[src/sv/olex_pkg.sv]
// ----------------------------------------------------------------------------
// Operator token lexer package
// Token kinds, lexer state and result types, and the operator table.
// ----------------------------------------------------------------------------
package olex_pkg;

  typedef enum logic [5:0] {
    KindInvalid, KindLParen, KindRParen, KindLBrack, KindRBrack, KindLBrace,
    KindRBrace, KindTilde, KindIncr, KindDecr, KindBang, KindPlus, KindMinus,
    KindNotEq, KindPlusEq, KindMinusEq, KindAndAnd, KindAndAndEq, KindCaret,
    KindPercent, KindAmp, KindCaretEq, KindPercentEq, KindAmpEq, KindOrOr,
    KindOrOrEq, KindSlash, KindStar, KindPipe, KindSlashEq, KindStarEq,
    KindPipeEq, KindAssign, KindEqEq, KindLt, KindShl, KindLe, KindShlEq,
    KindGt, KindShr, KindGe, KindShrEq, KindQuestion, KindComma, KindDot,
    KindColon, KindScope, KindSemi, KindArrow, KindWord, KindInt, KindEos
  } token_kind_e;

  typedef enum logic [1:0] {
    RunNone,
    RunWord,
    RunInt
  } run_mode_e;

  localparam logic [7:0] ChNul     = 8'h00;
  localparam logic [7:0] ChEq      = 8'h3D;
  localparam logic [7:0] ChGt      = 8'h3E;
  localparam logic [7:0] CtrlLimit = 8'h20;
  localparam logic [7:0] AsciiEnd  = 8'h80;

  typedef struct packed {
    logic [7:0]  held_char;
    logic [1:0]  held_count;
    run_mode_e   run_mode;
    logic [31:0] token_start;
    logic [31:0] byte_position;
  } lex_state_t;

  localparam lex_state_t ResetState = '{
    held_char:     8'h00,
    held_count:    2'd0,
    run_mode:      RunNone,
    token_start:   32'd0,
    byte_position: 32'd0
  };

  typedef struct packed {
    token_kind_e kind;
    logic [31:0] begin_pos;
    logic [31:0] token_len;
    logic        bad_byte;
    logic        last;
  } result_t;

  // What one accepted byte produces: zero, one or two results.
  typedef struct packed {
    logic [1:0] count;
    result_t    first;
    result_t    second;
  } step_out_t;

  typedef struct packed {
    logic        found;
    token_kind_e bare;
    token_kind_e rep;
    token_kind_e fol;
    token_kind_e rf;
  } op_entry_t;

  // Operator table: plain form, doubled form, form with follow character,
  // and doubled form with follow character.
  function automatic op_entry_t op_lookup(logic [7:0] c);
    op_entry_t e;
    e = '{1'b0, KindInvalid, KindInvalid, KindInvalid, KindInvalid};
    case (c)
      8'h28: e = '{1'b1, KindLParen, KindLParen, KindLParen, KindLParen};
      8'h29: e = '{1'b1, KindRParen, KindRParen, KindRParen, KindRParen};
      8'h5B: e = '{1'b1, KindLBrack, KindLBrack, KindLBrack, KindLBrack};
      8'h5D: e = '{1'b1, KindRBrack, KindRBrack, KindRBrack, KindRBrack};
      8'h7B: e = '{1'b1, KindLBrace, KindLBrace, KindLBrace, KindLBrace};
      8'h7D: e = '{1'b1, KindRBrace, KindRBrace, KindRBrace, KindRBrace};
      8'h7E: e = '{1'b1, KindTilde, KindTilde, KindTilde, KindTilde};
      8'h3F: e = '{1'b1, KindQuestion, KindQuestion, KindQuestion, KindQuestion};
      8'h2C: e = '{1'b1, KindComma, KindComma, KindComma, KindComma};
      8'h2E: e = '{1'b1, KindDot, KindDot, KindDot, KindDot};
      8'h3B: e = '{1'b1, KindSemi, KindSemi, KindSemi, KindSemi};
      8'h3A: e = '{1'b1, KindColon, KindScope, KindColon, KindScope};
      8'h5E: e = '{1'b1, KindCaret, KindCaret, KindCaretEq, KindCaret};
      8'h21: e = '{1'b1, KindBang, KindBang, KindNotEq, KindBang};
      8'h25: e = '{1'b1, KindPercent, KindPercent, KindPercentEq, KindPercent};
      8'h2F: e = '{1'b1, KindSlash, KindSlash, KindSlashEq, KindSlash};
      8'h2A: e = '{1'b1, KindStar, KindStar, KindStarEq, KindStar};
      8'h3D: e = '{1'b1, KindAssign, KindEqEq, KindArrow, KindEqEq};
      8'h2B: e = '{1'b1, KindPlus, KindIncr, KindPlusEq, KindIncr};
      8'h2D: e = '{1'b1, KindMinus, KindDecr, KindMinusEq, KindDecr};
      8'h26: e = '{1'b1, KindAmp, KindAndAnd, KindAmpEq, KindAndAndEq};
      8'h7C: e = '{1'b1, KindPipe, KindOrOr, KindPipeEq, KindOrOrEq};
      8'h3C: e = '{1'b1, KindLt, KindShl, KindLe, KindShlEq};
      8'h3E: e = '{1'b1, KindGt, KindShr, KindGe, KindShrEq};
      default: e = '{1'b0, KindInvalid, KindInvalid, KindInvalid, KindInvalid};
    endcase
    return e;
  endfunction

endpackage

[src/sv/olex_step.sv]
// ----------------------------------------------------------------------------
// Lexer step
// Works out, for one source byte, the next lexer state and up to two tokens.
// ----------------------------------------------------------------------------
module olex_step (
  input  olex_pkg::lex_state_t state_i,
  input  logic [7:0]           byte_i,
  output olex_pkg::lex_state_t state_o,
  output olex_pkg::step_out_t  out_o
);

  function automatic logic is_letter(logic [7:0] c);
    return (c >= 8'h41 && c <= 8'h5A) || (c >= 8'h61 && c <= 8'h7A);
  endfunction

  function automatic logic is_digit(logic [7:0] c);
    return c >= 8'h30 && c <= 8'h39;
  endfunction

  function automatic logic is_word_head(logic [7:0] c);
    return is_letter(c) || c == 8'h5F || c == 8'h24;
  endfunction

  function automatic olex_pkg::result_t mk(olex_pkg::token_kind_e kind, logic [31:0] pos,
                                           logic [31:0] len, logic bad);
    olex_pkg::result_t r;
    r = '{kind: kind, begin_pos: pos, token_len: len, bad_byte: bad, last: 1'b0};
    return r;
  endfunction

  olex_pkg::lex_state_t st;
  olex_pkg::result_t    res [2];
  olex_pkg::op_entry_t  held_e;
  olex_pkg::op_entry_t  new_e;
  logic [1:0]           n;
  logic                 used;
  logic [7:0]           follow;
  logic [31:0]          p;
  logic                 is_space;

  always_comb begin
    st       = state_i;
    res[0]   = mk(olex_pkg::KindInvalid, 32'd0, 32'd0, 1'b0);
    res[1]   = res[0];
    n        = 2'd0;
    used     = 1'b0;
    p        = state_i.byte_position;
    held_e   = olex_pkg::op_lookup(state_i.held_char);
    new_e    = olex_pkg::op_lookup(byte_i);
    follow   = (state_i.held_char == olex_pkg::ChEq) ? olex_pkg::ChGt : olex_pkg::ChEq;
    is_space = byte_i == 8'h20 || byte_i == 8'h09 || byte_i == 8'h0A || byte_i == 8'h0D;

    // Offer the byte to the pending token first.
    if (state_i.run_mode == olex_pkg::RunWord || state_i.run_mode == olex_pkg::RunInt) begin
      if (state_i.run_mode == olex_pkg::RunWord ?
          (is_word_head(byte_i) || is_digit(byte_i)) :
          (is_letter(byte_i) || is_digit(byte_i) || byte_i == 8'h27)) begin
        used = 1'b1;
      end else begin
        res[0] = mk(state_i.run_mode == olex_pkg::RunWord ? olex_pkg::KindWord
                                                           : olex_pkg::KindInt,
                    state_i.token_start, p - state_i.token_start, 1'b0);
        n = 2'd1;
        st.run_mode = olex_pkg::RunNone;
      end
    end else begin
      st.run_mode = olex_pkg::RunNone;
      if (state_i.held_count == 2'd1) begin
        if (byte_i == state_i.held_char && held_e.rep != held_e.bare) begin
          if (held_e.rf != held_e.rep) begin
            st.held_count = 2'd2;
          end else begin
            res[0] = mk(held_e.rep, state_i.token_start, 32'd2, 1'b0);
            n = 2'd1;
            st.held_count = 2'd0;
          end
          used = 1'b1;
        end else begin
          st.held_count = 2'd0;
          n = 2'd1;
          if (byte_i == follow && held_e.fol != held_e.bare) begin
            res[0] = mk(held_e.fol, state_i.token_start, 32'd2, 1'b0);
            used = 1'b1;
          end else begin
            res[0] = mk(held_e.bare, state_i.token_start, 32'd1, 1'b0);
          end
        end
      end else if (state_i.held_count == 2'd2) begin
        st.held_count = 2'd0;
        n = 2'd1;
        if (byte_i == follow) begin
          res[0] = mk(held_e.rf, state_i.token_start, 32'd3, 1'b0);
          used = 1'b1;
        end else begin
          res[0] = mk(held_e.rep, state_i.token_start, 32'd2, 1'b0);
        end
      end else begin
        st.held_count = 2'd0;
      end
    end

    // A byte the pending token did not take starts afresh.
    if (!used) begin
      if (byte_i == olex_pkg::ChNul) begin
        res[n[0]] = mk(olex_pkg::KindEos, p, 32'd0, 1'b0);
        n = n + 2'd1;
      end else if (is_space) begin
        st.held_count = st.held_count;
      end else if (byte_i < olex_pkg::CtrlLimit || byte_i >= olex_pkg::AsciiEnd) begin
        res[n[0]] = mk(olex_pkg::KindInvalid, p, 32'd1, 1'b1);
        n = n + 2'd1;
      end else if (is_word_head(byte_i)) begin
        st.run_mode    = olex_pkg::RunWord;
        st.token_start = p;
      end else if (is_digit(byte_i)) begin
        st.run_mode    = olex_pkg::RunInt;
        st.token_start = p;
      end else if (new_e.found) begin
        if (new_e.rep != new_e.bare || new_e.fol != new_e.bare) begin
          st.held_char   = byte_i;
          st.held_count  = 2'd1;
          st.token_start = p;
        end else begin
          res[n[0]] = mk(new_e.bare, p, 32'd1, 1'b0);
          n = n + 2'd1;
        end
      end else begin
        res[n[0]] = mk(olex_pkg::KindInvalid, p, 32'd1, 1'b0);
        n = n + 2'd1;
      end
    end

    st.byte_position = (byte_i == olex_pkg::ChNul) ? 32'd0 : p + 32'd1;

    if (n == 2'd1) begin
      res[0].last = 1'b1;
    end else if (n == 2'd2) begin
      res[1].last = 1'b1;
    end
  end

  assign state_o      = st;
  assign out_o.count  = n;
  assign out_o.first  = res[0];
  assign out_o.second = res[1];

endmodule

[src/sv/olex_fifo.sv]
// ----------------------------------------------------------------------------
// Token queue
// Small queue that takes up to two tokens a cycle and hands out one.
// ----------------------------------------------------------------------------
module olex_fifo #(
  parameter int unsigned Depth = 4
) (
  input  logic                clk_i,
  input  logic                rst_ni,
  input  olex_pkg::step_out_t push_i,
  input  logic                pop_i,
  output olex_pkg::result_t   head_o,
  output logic                valid_o,
  output logic                room2_o
);

  localparam int unsigned PtrW = $clog2(Depth);
  localparam int unsigned CntW = $clog2(Depth + 1);

  olex_pkg::result_t mem_q [Depth];
  logic [PtrW-1:0]   wr_ptr_q, wr_ptr_d, rd_ptr_q, rd_ptr_d, wr_next;
  logic [CntW-1:0]   count_q, count_d;

  function automatic logic [PtrW-1:0] step_ptr(logic [PtrW-1:0] ptr);
    return (ptr == PtrW'(Depth - 1)) ? '0 : ptr + 1'b1;
  endfunction

  always_comb begin
    wr_next  = step_ptr(wr_ptr_q);
    wr_ptr_d = wr_ptr_q;
    case (push_i.count)
      2'd1:    wr_ptr_d = wr_next;
      2'd2:    wr_ptr_d = step_ptr(wr_next);
      default: wr_ptr_d = wr_ptr_q;
    endcase
    rd_ptr_d = pop_i ? step_ptr(rd_ptr_q) : rd_ptr_q;
    count_d  = count_q + CntW'(push_i.count) - CntW'(pop_i);
  end

  always_ff @(posedge clk_i or negedge rst_ni) begin
    if (!rst_ni) begin
      wr_ptr_q <= '0;
      rd_ptr_q <= '0;
      count_q  <= '0;
    end else begin
      wr_ptr_q <= wr_ptr_d;
      rd_ptr_q <= rd_ptr_d;
      count_q  <= count_d;
    end
  end

  always_ff @(posedge clk_i) begin
    if (push_i.count != 2'd0) begin
      mem_q[wr_ptr_q] <= push_i.first;
    end
    if (push_i.count == 2'd2) begin
      mem_q[wr_next] <= push_i.second;
    end
  end

  assign head_o  = mem_q[rd_ptr_q];
  assign valid_o = count_q != '0;
  assign room2_o = count_q <= CntW'(Depth - 2);

endmodule

[src/sv/operator_token_lexer.sv]
// ----------------------------------------------------------------------------
// Operator token lexer
// Streaming maximal-munch tokenizer: source bytes in, tokens out.
// ----------------------------------------------------------------------------
// Usage: source bytes arrive one per request on the slave stream, tdata[7:0].
// Each byte may finish zero, one or two tokens; tokens leave on the master
// stream with kind, start offset and length in tdata, the bad-byte flag in
// tuser, and tlast set on the final token caused by a given byte. A zero byte
// ends the source: it flushes any pending token, sends an end-of-source token
// and restarts the offset count at zero.
// Output: tokens that a byte ends are written into the token queue and leave
// it in order. Throughput: one byte per cycle while two queue places are free.
// The lexer state update is a single pass of logic between the state register
// and the token queue; the output moves one token per cycle, so the tokens of
// a byte that ends two leave in turn and the queue absorbs the difference.
// Stalls: while the receiver holds tready low, tokens wait in a queue of
// FifoDepth entries; the input stays ready as long as two free places
// remain, so no token is ever dropped.
// Reset: asynchronous, active low; clears the lexer state, the offset count
// and the queue. The block is ready as soon as reset is released.
module operator_token_lexer #(
  parameter int unsigned FifoDepth = 4
) (
  input  logic        clk_i,
  input  logic        rst_ni,
  input  logic        s_axis_tvalid,
  output logic        s_axis_tready,
  input  logic [7:0]  s_axis_tdata,   // [7:0] source_byte
  output logic        m_axis_tvalid,
  input  logic        m_axis_tready,
  output logic [71:0] m_axis_tdata,   // [5:0] token_kind, [37:6] begin_pos,
                                      // [69:38] token_len, [71:70] zero
  output logic        m_axis_tuser,   // [0] bad_byte
  output logic        m_axis_tlast
);

  olex_pkg::lex_state_t state_q, state_d;
  olex_pkg::step_out_t  step_out, push;
  olex_pkg::result_t    head;
  logic                 s_fire, m_fire, room2;

  assign s_fire        = s_axis_tvalid & s_axis_tready;
  assign m_fire        = m_axis_tvalid & m_axis_tready;
  assign s_axis_tready = room2;

  // Combinational lexer step on the current state and the offered byte.
  olex_step u_step (
    .state_i (state_q),
    .byte_i  (s_axis_tdata),
    .state_o (state_d),
    .out_o   (step_out)
  );

  // Only an accepted byte pushes tokens into the queue.
  always_comb begin
    push = step_out;
    if (!s_fire) begin
      push.count = 2'd0;
    end
  end

  always_ff @(posedge clk_i or negedge rst_ni) begin
    if (!rst_ni) begin
      state_q <= olex_pkg::ResetState;
    end else if (s_fire) begin
      state_q <= state_d;
    end
  end

  olex_fifo #(
    .Depth (FifoDepth)
  ) u_fifo (
    .clk_i   (clk_i),
    .rst_ni  (rst_ni),
    .push_i  (push),
    .pop_i   (m_fire),
    .head_o  (head),
    .valid_o (m_axis_tvalid),
    .room2_o (room2)
  );

  assign m_axis_tdata = {2'b00, head.token_len, head.begin_pos, head.kind};
  assign m_axis_tuser = head.bad_byte;
  assign m_axis_tlast = head.last;

`ifndef SYNTHESIS
  // A word or literal run and a held operator never coexist.
  assert property (@(posedge clk_i) disable iff (!rst_ni)
    state_q.run_mode != olex_pkg::RunNone |-> state_q.held_count == 2'd0)
    else $error("run mode active while an operator is held");

  // The held count only ever reaches one or two.
  assert property (@(posedge clk_i) disable iff (!rst_ni)
    state_q.held_count != 2'd3)
    else $error("held count out of range");

  // A byte that finishes a token makes a token available next cycle.
  assert property (@(posedge clk_i) disable iff (!rst_ni)
    s_fire && step_out.count != 2'd0 |=> m_axis_tvalid)
    else $error("token lost after accepted byte");

  // End of source restarts the offset count.
  assert property (@(posedge clk_i) disable iff (!rst_ni)
    s_fire && s_axis_tdata == olex_pkg::ChNul |=> state_q.byte_position == 32'd0)
    else $error("offset not restarted at end of source");
`endif

endmodule
[config.mk]
export PLATFORM = sky130hd
export DESIGN_NAME = operator_token_lexer
export DESIGN_NICKNAME = d
export VERILOG_FILES = /design/src/sv/olex_pkg.sv /design/src/sv/olex_step.sv /design/src/sv/olex_fifo.sv /design/src/sv/operator_token_lexer.sv
export SDC_FILE = /design/constraint.sdc
export NUM_CORES = 1
export LEC_CHECK = 0
export BUFFER_PORTS_ARGS = -buffer_cell sky130_fd_sc_hd__buf_2
export CORE_MARGIN = 8
export CORE_UTILIZATION = 46
export DETAILED_ROUTE_END_ITERATION = 8
export PLACE_DENSITY_LB_ADDON = 0.05
export RECOVER_POWER = 50
export SLEW_MARGIN = 20
export SYNTH_ARGS = -nofsm -noshare
export SYNTH_HDL_FRONTEND = slang
export SYNTH_SLANG_ARGS = --single-unit
[constraint.sdc]
create_clock -name clk_i -period 12.7 [get_ports clk_i]
set_clock_uncertainty 0.05 [all_clocks]
set_input_delay 2.54 -clock clk_i [delete_from_list [all_inputs] [get_ports clk_i]]
set_output_delay 2.54 -clock clk_i [all_outputs]
set_load 0.03 [all_outputs]
* Yosys cells after proc, flatten, opt, wreduce, memory -nomap -nowiden
Memories as Yosys holds them, arrays and structs flattened.
Index checks and enable logic that the tools add are counted.
** Storage, ports and cells
- Register bits :: 83
- Latch bits :: 0
- Bits in writable memories :: 288
- ROM bits :: 0
- Bits of input ports :: 12
- Output and inout bits :: 76
- Word-level logic and storage cells :: 217
- Memories kept :: 1
** Operators by class
- Add/sub/neg operators :: 8
- Multiply operators :: 0
- Divide/modulo/power cells :: 0
- Order comparisons :: 11
- Eq/ne operators :: 73
- Shifts and indexed selects :: 0
- Multiplexer cells :: 81
- Bitwise gates (word level) :: 9
- Reduce and logical (&&, ||, !) cells :: 26
** Memories
- u_fifo.mem_q :: depth 4, width 72, rd ports 1, clocked after Yosys merged registers in 0, wr ports 2, RTL line olex_fifo.sv:20 : olex_pkg::result_t mem_q [Depth];
** Operators by type and width (number)
- 2-to-1 mux 144 bit :: 8
- 2-to-1 mux 72 bit :: 9
- one-hot mux 25 bit (24 select lines) :: 1
- bitwise mux 144 bit :: 4
- one-hot mux 24 bit (24 select lines) :: 1
- == test 8 x 6 -> 1 bit (second input constant) :: 37
- 2-to-1 mux 32 bit :: 4
- == test 8 x 7 -> 1 bit (second input constant) :: 15
- 2-to-1 mux 36 bit :: 3
- demux 72 bit (select 1 bit) :: 1
- 2-to-1 mux 34 bit :: 2
- 2-to-1 mux 2 bit :: 28
- adder 32 x 1 -> 32 bit (second input constant) :: 1
- subtractor 32 bit :: 1
- != test 6 bit :: 5
- == test 8 x 4 -> 1 bit (second input constant) :: 3
- 2-to-1 mux 1 bit :: 19
- >= comparator 8 x 7 -> 1 bit (second input constant) :: 2
- less-or-equal comparator 8 x 7 -> 1 bit (second input constant) :: 2
- == test 2 bit (second input constant) :: 7
- logical OR 1 bit :: 12
- AND reduction 9 bit :: 1
- nonzero test 3 bit :: 3
- adder 2 x 1 -> 2 bit (second input constant) :: 4
- other kinds (20) :: 35

* Longest topological paths before layout
Gate-level depths: netlist of the first run.
- Depth in word-level cells :: 25
- Depth in mapped cells :: 24
- Mapped depth without buffers :: 19

* Hierarchy
Synthesis of the first run repeated with hierarchy kept, for this count alone.
** Unflattened totals
- Cells, all modules :: 1883
- Area, all modules :: 23881.7 sq um
** Modules (own cells, without submodules)
- olex_fifo :: times used 1, cells an instance 750, area an instance 14362.5 sq um, seq. area each 8823.5 sq um
- olex_step :: times used 1, cells an instance 966, area an instance 6498.7 sq um, seq. area each 0.0 sq um
- operator_token_lexer :: times used 1, cells an instance 167, area an instance 3020.4 sq um, seq. area each 1901.8 sq um

* Least setup slack after synthesis of the first run
No wires, ideal clock.
- Path type :: input -> register
- Start point :: input s_axis_tdata[4]
- End point :: memory u_fifo.mem_q[0][0] (netlist bit) (enable)
- Setup time :: 0.602 ns
- Arrival :: 11.057 ns
- Data required time :: 12.048 ns
- Path slack :: 0.991 ns
- Stages on the path :: 17
- Buffers on the path :: 3
- Path through :: or4b_1 > clkbuf_1 > or4_1 > a21boi_1 > a21oi_1 > a31oi_1 > buf_2 > inv_1 > clkbuf_1 > ha_1 > nand2b_1 > o211ai_1 > a21oi_1 > o21ai_1 > nand2_1 > ha_1 > o21ai_0
** RTL lines
- from (decl) :: RTL line operator_token_lexer.sv:28 : input logic [7:0] s_axis_tdata,
- to (decl) :: RTL line olex_fifo.sv:20

==> flow_summary.json, run 1 <==
{
  "status": "finished with violations",
  "failed_checks": "capacitance limit, slew limit",
  "worst-setup-path-type": "input port to register",
  "required_ns": 12.78,
  "wl_met1_um": 25400,
  "fmax_ghz": 0.0984,
  "switching_power_uw": 2620,
  "seq_power_share": 0.316,
  "min_path_type": "register to register",
  "post-place-cells": 2336,
  "synth.area.top_cells": "edfxtp_1 42%, dfrtp_1 10%, mux4_2 7.9%",
  "insertion_delay_ns": 0.56,
  "antenna_found_initial": 0,
  "synth_seq_cells": 371,
  "num_antenna_cells": 0,
  "cts-resized-gates": 0,
  "die_area_um2": 51800,
  "viasPerCell": 6.07,
  "place_hpwl_um": 37300,
  "layout_commonest_cell": "edfxtp_1",
  "p_int_uw": 3140,
  "postCtsHoldBufs": 0,
  "dr_wl_met2_um": 28500,
  "finalSetupTns_ns": 0,
  "cts_buffers": 41,
  "synth_area_leader_cell": "edfxtp_1",
  "overflow": 0,
  "combPwrFrac": 0.491,
  "grt_pass1_vias": 14487,
  "cts_root_buffer": "clkbuf_16",
  "worst-path-max-fanout": 30,
  "wl_met3_um": 2950,
  "core_um2": 44200,
  "hold_viol": 0,
  "grt_max_degree": 65,
  "timing.final.crit_share": 0.800,
  "cts_num_sinks": 371,
  "worst_ep_arrival_time_ns": 10.24,
  "synth_compound_area_frac": 0.136,
  "synth_fa_ha_area_frac": 0.0305,
  "drc": 0,
  "syn_area_per_cell_um2": 11.6,
  "finalSetupViolations": 0,
  "ys.flop_type": "edfxtp_1",
  "nets": 1850,
  "drt_wl_total_um": 58200,
  "fin_crit_ns": 10.16,
  "drv_cap": 5,
  "synth-edff-count": 288,
  "swShare": 0.455,
  "synthArstFlopShare": 0.224,
  "leakage_uw": 0.00836,
  "drive_gt1_frac": 0.119,
  "place_congestion": 0.859,
  "peakVddDrop_mv": 0.225,
  "synth.area.mux_share": 0.111,
  "syn_area_um2": 20600,
  "power-per-cell-area_nw_per_um2": 255,
  "clk_pin_slew_ns": 0.06,
  "dieWidth_um": 228,
  "cts_tree": "done",
  "dr_total_vias": 14632,
  "rsz0062_at_grt": "false",
  "drtAntennaViolNets": 0,
  "area_delta_synth_final_pct": 9.64,
  "io_pins": 88,
  "max-clock-path-buffers": 3,
  "instances_no_fill": 2412,
  "io_buffer_count": 85,
  "final_cell_mix": "288 x edfxtp_1, 204 x nor2_1, 127 x a22o_1, 116 x nand2_1, 98 x clkbuf_1",
  "ys_warn_count": 0,
  "worst_pin_slew_ns": 4.01,
  "top_layer": "met4",
  "cts_setup_buffers": 0,
  "rows": 77,
  "setup.worst_path.end_class": "register",
  "wl_per_cell_um": 24.1,
  "ys_seq_area_frac": 0.521,
  "synth.top_cell.area_share": 0.420,
  "synth_top_family_by_area": "compound AO/OA/AOI/OAI gates",
  "grt.total_usage": 0.225,
  "drt-pass1-iter-count": 7,
  "synth_xor_area_frac": 0.0281,
  "initial_core_util": 0.466,
  "grt_pass1_wl_um": 89300,
  "syn-instance-count": 1770,
  "clkPwrFrac": 0.192,
  "die_h_um": 228,
  "synth-simple-area-share": 0.135,
  "htreeDepth": 2,
  "yosysUniqueCellTypes": 86,
  "total_power_uw": 5760,
  "slew-limit-headroom": -1.67,
  "critPathLaunchType": "input port",
  "drt_iter0_drc": 1183,
  "slew_violations": 205
}
-- state kept, by name (all words and copies together) (netlist names) --
| name | cells |
|---|---|
| u_fifo.mem_q | 288 |
| state_q | 76 |
| u_fifo.count_q | 3 |
| u_fifo.rd_ptr_q | 2 |
| u_fifo.wr_ptr_q | 2 |
-- layer usage --
metal	track usage	vias to the layer above
li1	-	6725
met1	0.304	7422
met2	0.378	402
met3	0.0344	83
met4	0.0571	0
met5	0	-
-- power groups by stage --
stage               logic [uW]  clock network, uW  registers, uW
floorplan                 2000                  0           1750
global placement          2850                  0           1840
detailed placement        2860                  0           1850
CTS                       2880               1130           1830
global route              3050               1180           1850
finish                    2830               1110           1820
-- synthesized netlist by cell type (5+ instances only) --
| cell | n |
|---|---|
| nor2b_1 | 23 |
| a22o_1 | 127 |
| xnor2_1 | 33 |
| nor4b_1 | 5 |
| nand3b_1 | 5 |
| nand4_1 | 13 |
| o22ai_1 | 12 |
| a31oi_1 | 8 |
| nand2b_1 | 26 |
| and2_1 | 14 |
| nor4bb_1 | 6 |
| a21o_1 | 18 |
| nor4_1 | 10 |
| mux4_2 | 72 |
| nand2_1 | 116 |
| clkbuf_1 | 92 |
| nand3_1 | 28 |
| mux2i_1 | 17 |
| mux2_2 | 35 |
| or4_1 | 6 |
| dfrtp_1 | 83 |
| a21oi_1 | 74 |
| buf_4 | 5 |
| and3_1 | 16 |
| nor3_1 | 37 |
| or3_1 | 15 |
| edfxtp_1 | 288 |
| inv_1 | 64 |
| buf_2 | 18 |
| a211oi_1 | 6 |
| xor2_1 | 33 |
| nor2_1 | 212 |
| buf_1 | 14 |
| o211ai_1 | 15 |
| o21ai_0 | 61 |
| mux2_4 | 6 |
| o31ai_1 | 13 |
| ha_1 | 47 |
-- layout make-up --
| type | count | area [um2] |
|---|---|---|
| clock inverter | 17 | 115 |
| fill | 3923 | 21700 |
| clock buffer | 57 | 1110 |
| tap | 592 | 741 |
| multi-input combinational | 1203 | 9130 |
| inverter | 64 | 240 |
| timing repair buffer | 108 | 504 |
| sequential | 371 | 10700 |
-- logic make-up (layout without fill, tap and decap cells) --
kind of cell	after synthesis	count (layout)
compound gates	389	389
xor+xnor	66	66
fa+ha+maj	49	49
buf+inv	197	246
flops	371	371
mux	130	130
other cells	1	2
simple gates	567	567
-- critical path, cell delays in order --
cell and delay [ns]:
clkbuf_1 0.97, nand2_1 0.34, nor4_1 0.45, nor2b_1 0.23
a21oi_1 0.07, a31oi_2 0.18, clkbuf_1 0.93, inv_1 0.42
ha_1 0.39, nand2b_1 0.09, a21oi_1 0.07, a211oi_1 0.23
o21ai_0 0.38, nand2_1 0.24, ha_1 0.33, nand2_1 0.50
o21ai_4 0.20, clkbuf_1 1.62
-- final timing paths --
| kind | end | slack, ns | depth (start not counted) | start |
|---|---|---|---|---|
| max in group asynchronous | u_fifo.wr_ptr_q[1] | 6.20 | 2 | rst_ni |
| min in group asynchronous | state_q[38] | 2.16 | 1 | rst_ni |
| hold / removal | state_q[65] | 0.44 | 2 | state_q[65] |
| hold reg to reg | state_q[65] | 0.44 | 2 | state_q[65] |
| setup / recovery | u_fifo.mem_q[1][59] | 2.54 | 18 | s_axis_tdata[0] |
| setup reg to reg | u_fifo.mem_q[1][59] | 4.03 | 17 | state_q[72] |
-- per-stage QoR --
stage | worst slack, ns | util | hold WS (ns) | area (um2)
floorplan | 0.991 | - | 0.399 | 20600
global placement | 4.00 | 0.486 | 0.422 | 21500
detailed placement | 3.75 | 0.486 | 0.430 | 21500
CTS | 4.32 | 0.514 | 0.444 | 22700
global route | 2.01 | 0.510 | 0.474 | 22600
finish | 2.54 | 0.510 | 0.444 | 22600
(Power assumes the default switching activity.)
==> run 2: changes to the inputs <==
clock period = 8.5 ns   (was 12.7 ns; I/O delays follow)
==> flow_summary.json, run 2 (synthesized netlist as in run 1, its figures left out) <==
{
  "status": "finished with violations",
  "failed_checks": "capacitance limit, slew limit",
  "rsz0062_at_grt": "false",
  "largest_register_ffs": 288,
  "rows": 77,
  "cts_num_sinks": 371,
  "place_congestion": 0.869,
  "setup_ws_ns": 0.902,
  "wl_per_cell_um": 23.7,
  "overflow": 0,
  "die_h_um": 228,
  "wl_met1_um": 25300,
  "largest-register": "u_fifo.mem_q",
  "grt_max_degree": 68,
  "dr_wl_met2_um": 28700,
  "grt.total_usage": 0.221,
  "drive_gt1_frac": 0.125,
  "fmax_ghz": 0.132,
  "hold_viol": 0,
  "dpl_worst_slack_ns": 1.08,
  "slew_violations": 197,
  "required_ns": 8.88,
  "cts_buffers": 41,
  "cts_tree": "done",
  "drtAntennaViolNets": 0,
  "worst-setup-path-type": "input port to register",
  "cts_setup_buffers": 0,
  "fin_crit_ns": 7.60,
  "max-clock-path-buffers": 3,
  "n_fill_cell": 3951,
  "slew-limit-headroom": -1.36,
  "wl_met3_um": 2500,
  "drc": 0,
  "post-place-cells": 2350,
  "leakage_uw": 0.00846,
  "instances_no_fill": 2425,
  "nets": 1863,
  "hold_start": "state_q[65]",
  "worst-path-max-fanout": 30,
  "dr_total_vias": 14552,
  "layout_commonest_cell": "edfxtp_1",
  "insertion_delay_ns": 0.56,
  "cts-resized-gates": 0,
  "peakVddDrop_mv": 0.278,
  "io_pins": 88,
  "power-per-cell-area_nw_per_um2": 382,
  "finalSetupViolations": 0,
  "final_cell_mix": "288 x edfxtp_1, 205 x nor2_1, 127 x a22o_1, 116 x nand2_1, 99 x clkbuf_1",
  "timing.critical_path.from": "s_axis_tdata[0]",
  "area_delta_synth_final_pct": 10.5,
  "postCtsHoldBufs": 0,
  "r2r-start": "state_q[72]",
  "finalSetupTns_ns": 0,
  "top_layer": "met4",
  "timing.final.crit_share": 0.894,
  "drt_wl_total_um": 57500,
  "critPathLaunchType": "input port",
  "grt_pass1_wl_um": 88000,
  "initial_core_util": 0.466,
  "htreeDepth": 2,
  "cts_root_buffer": "clkbuf_16",
  "drv_cap": 6,
  "min_path_type": "register to register",
  "core_um2": 44200,
  "reg_top3": "u_fifo.mem_q: 288 flops, state_q: 76 flops, u_fifo.count_q: 3 flops",
  "io_buffer_count": 85,
  "die_area_um2": 51800,
  "clk_pin_slew_ns": 0.05,
  "final_core_util": 0.514,
  "viasPerCell": 6.00,
  "grt_pass1_vias": 14436,
  "setup.worst_path.end_class": "register",
  "drt_iter0_drc": 1187,
  "worst_ep_arrival_time_ns": 7.98,
  "drt-pass1-iter-count": 5,
  "dieWidth_um": 228,
  "place_hpwl_um": 37200,
  "antenna_found_initial": 0,
  "worst_pin_slew_ns": 3.54,
  "num_antenna_cells": 0
}
==> run 2: worst paths after layout <==
check,end,slack [ns],depth (start not counted)
worst max register to register,u_fifo.mem_q[1][64],1.83,20
min in group asynchronous,state_q[38],1.42,1
worst max-delay path,state_q[54],0.90,13
max in group asynchronous,u_fifo.rd_ptr_q[1],2.49,2
worst min-delay path,state_q[65],0.44,2
worst min register to register,state_q[65],0.44,2
==> run 2: report_power, final <==
| part | internal [uW] | total [uW] | switching (uW) |
|---|---|---|---|
| logic | 1300 | 4250 | 2950 |
| clock network | 1040 | 1760 | 715 |
| registers | 2440 | 2680 | 238 |
==> run 2: layout make-up <==
type / instances / area (um2) / area share
multi-input cells: 1203 / 9110 / 0.401
well taps: 592 / 741 / 0.0326
clock inverters: 15 / 145 / 0.00638
inverters: 64 / 240 / 0.0106
clock buffers: 59 / 1170 / 0.0513
repair buffers: 121 / 611 / 0.0269
flip-flops and latches: 371 / 10700 / 0.472
==> run 2: per-stage QoR <==
step	instance area, um2	hold WS (ns)	total power [uW]
detailed placement	21600	0.430	7080
global route	22700	0.466	9160
CTS	22900	0.442	8850
finish	22700	0.442	8690
floorplan	20600	0.399	5590
global placement	21600	0.417	7040
==> run 2: routing by layer <==
metal | vias up | GRT usage
met5 | - | 0
met4 | 0 | 0.0480
met3 | 65 | 0.0312
met2 | 355 | 0.379
met1 | 7382 | 0.297
li1 | 6750 | -
==> run 2: critical path, stage by stage <==
cell and delay (ns):
clkbuf_1 0.52, nor4_1 0.90, nand2_1 0.12, and3_1 0.27, or3_1 0.45, nor3_1 0.21, buf_4 0.30, a31o_2 0.19
nor2_1 0.17, or3_1 0.42, a21oi_1 0.62, clkbuf_1 1.61, mux2_2 0.45
==> run 3: changes to the inputs <==
CORE_UTILIZATION = 57   (was 46)
==> flow_summary.json, run 3 (synthesized netlist as in run 1, its figures left out) <==
{
  "status": "finished with violations",
  "failed_checks": "capacitance limit, slew limit",
  "place_area_um2": 21400,
  "postCtsHoldBufs": 0,
  "finalSetupViolations": 0,
  "io_buffer_count": 85,
  "busiest_layer": "met2",
  "dieWidth_um": 206,
  "place_congestion": 0.919,
  "drv_cap": 6,
  "drt-pass1-iter-count": 5,
  "crit_family": "simple AND/OR/NAND/NOR gates",
  "hold_slack_ns": 0.434,
  "dr_total_vias": 14662,
  "clk_pin_slew_ns": 0.06,
  "max-clock-path-buffers": 3,
  "power-per-cell-area_nw_per_um2": 383,
  "worst_r2r_path_depth": 19,
  "fmax_ghz": 0.130,
  "endpoint": "u_fifo.mem_q[3][60]",
  "layout_commonest_cell": "edfxtp_1",
  "path_depth": 17,
  "setup_ws_ns": 0.831,
  "antenna_found_initial": 0,
  "timing.critical_path.from": "s_axis_tdata[0]",
  "cts_tree": "done",
  "cts_root_buffer": "clkbuf_16",
  "grt.total_usage": 0.258,
  "finalInstanceArea_um2": 22400,
  "final_cell_mix": "288 x edfxtp_1, 205 x nor2_1, 127 x a22o_1, 116 x nand2_1, 99 x clkbuf_1",
  "rows": 69,
  "cts-resized-gates": 0,
  "reg2reg_slack_ns": 1.72,
  "slew_violations": 240,
  "critPathMaxStageDelay_ns": 0.79,
  "crit_path_top_delay_cell": "nor2_4",
  "leakage_uw": 0.00839,
  "die_area_um2": 42500,
  "reg2reg_to": "u_fifo.mem_q[3][60]",
  "place_hpwl_um": 35800,
  "rsz0062_at_grt": "false",
  "setup.worst_path.end_class": "register",
  "largest-register": "u_fifo.mem_q",
  "drt_wl_total_um": 55300,
  "insertion_delay_ns": 0.55,
  "fin_crit_ns": 7.67,
  "largest_register_ffs": 288,
  "r2r-start": "state_q[72]",
  "initial_core_util": 0.579,
  "drc": 0,
  "drt_iter0_drc": 1330,
  "worst_ep_arrival_time_ns": 8.02,
  "overflow": 0,
  "grt_use_met1": 0.341,
  "cts_num_sinks": 371,
  "grt_pass1_wl_um": 84700,
  "gr-usage-met2": 0.422,
  "timing.critical_path.buf_inv": 3,
  "peakVddDrop_mv": 0.333,
  "critPathLaunchType": "input port",
  "cts_setup_buffers": 0,
  "die_h_um": 206,
  "io_pins": 88,
  "htreeDepth": 2,
  "min_path_type": "register to register",
  "cts_buffers": 39,
  "timing.final.crit_share": 0.902,
  "area_delta_synth_final_pct": 8.90,
  "dpl_worst_slack_ns": 0.804,
  "worst-path-max-fanout": 31,
  "core_um2": 35600,
  "met3_usage": 0.0470,
  "num_antenna_cells": 0,
  "required_ns": 8.85,
  "wl_per_cell_um": 24.2,
  "nets": 1858,
  "slew-limit-headroom": -1.94,
  "worst-setup-path-type": "input port to register",
  "drtAntennaViolNets": 0,
  "viasPerCell": 6.41,
  "grt_pass1_vias": 14643,
  "hold_viol": 0,
  "grt_max_degree": 65,
  "worstPathCellList": "clkbuf_1, nor4_1, nand2_1, and3_1, or3_1, nor3_2, clkbuf_1, a31o_2, nor2_1, a21oi_1, nand2_1, inv_1, ha_1, and2_1, xnor2_1, nor2_4, a22o_1",
  "reg_top3": "u_fifo.mem_q: 288 flops, state_q: 76 flops, u_fifo.count_q: 3 flops",
  "drive_gt1_frac": 0.124,
  "worst_pin_slew_ns": 4.41
}
## run 3: tightest hold or removal path: stages (launching register included)
cell,delay (ns)
dfrtp_1,0.34
nand2_1,0.05
o21ai_0,0.06
## run 3: stage by stage
step	std cells	TNS (ns)	total power (uW)	utilization
floorplan	1771	-124.68	5590	-
global placement	2216	0	6950	0.602
detailed placement	2217	0	7000	0.602
CTS	2289	0	8640	0.636
global route	2289	0	9010	0.630
finish	2289	0	8580	0.630
## run 3: worst min path at each step
stage | from | endpoint | slack, ns | cells after the start
after floorplan | state_q[65] | state_q[65] | 0.40 | 2
after global placement | state_q[65] | state_q[65] | 0.42 | 2
after detailed placement | state_q[65] | state_q[65] | 0.42 | 2
after CTS | state_q[65] | state_q[65] | 0.43 | 2
after global routing | state_q[65] | state_q[65] | 0.44 | 2
final | state_q[65] | state_q[65] | 0.43 | 2
## run 3: layout make-up
| class | count | area [um2] |
|---|---|---|
| Inverter | 64 | 240 |
| Fill cell | 2888 | 13200 |
| Tap cell | 461 | 577 |
| Multi-Input combinational cell | 1203 | 9110 |
| Clock buffer | 56 | 1090 |
| Timing Repair Buffer | 118 | 554 |
| Clock inverter | 16 | 119 |
| Sequential cell | 371 | 10700 |
## run 3: metal layers
layer,vias up,part of all wire
met4,0,0.036
met5,-,0
li1,6733,-
met1,7284,0.41
met2,533,0.48
met3,112,0.070
## run 3: where the power goes
part / total, uW / leakage, uW / switching (uW) / internal, uW
combinational: 4240 / 0.00400 / 2900 / 1330
clock: 1640 / 0.000595 / 710 / 928
sequential: 2700 / 0.00379 / 258 / 2440
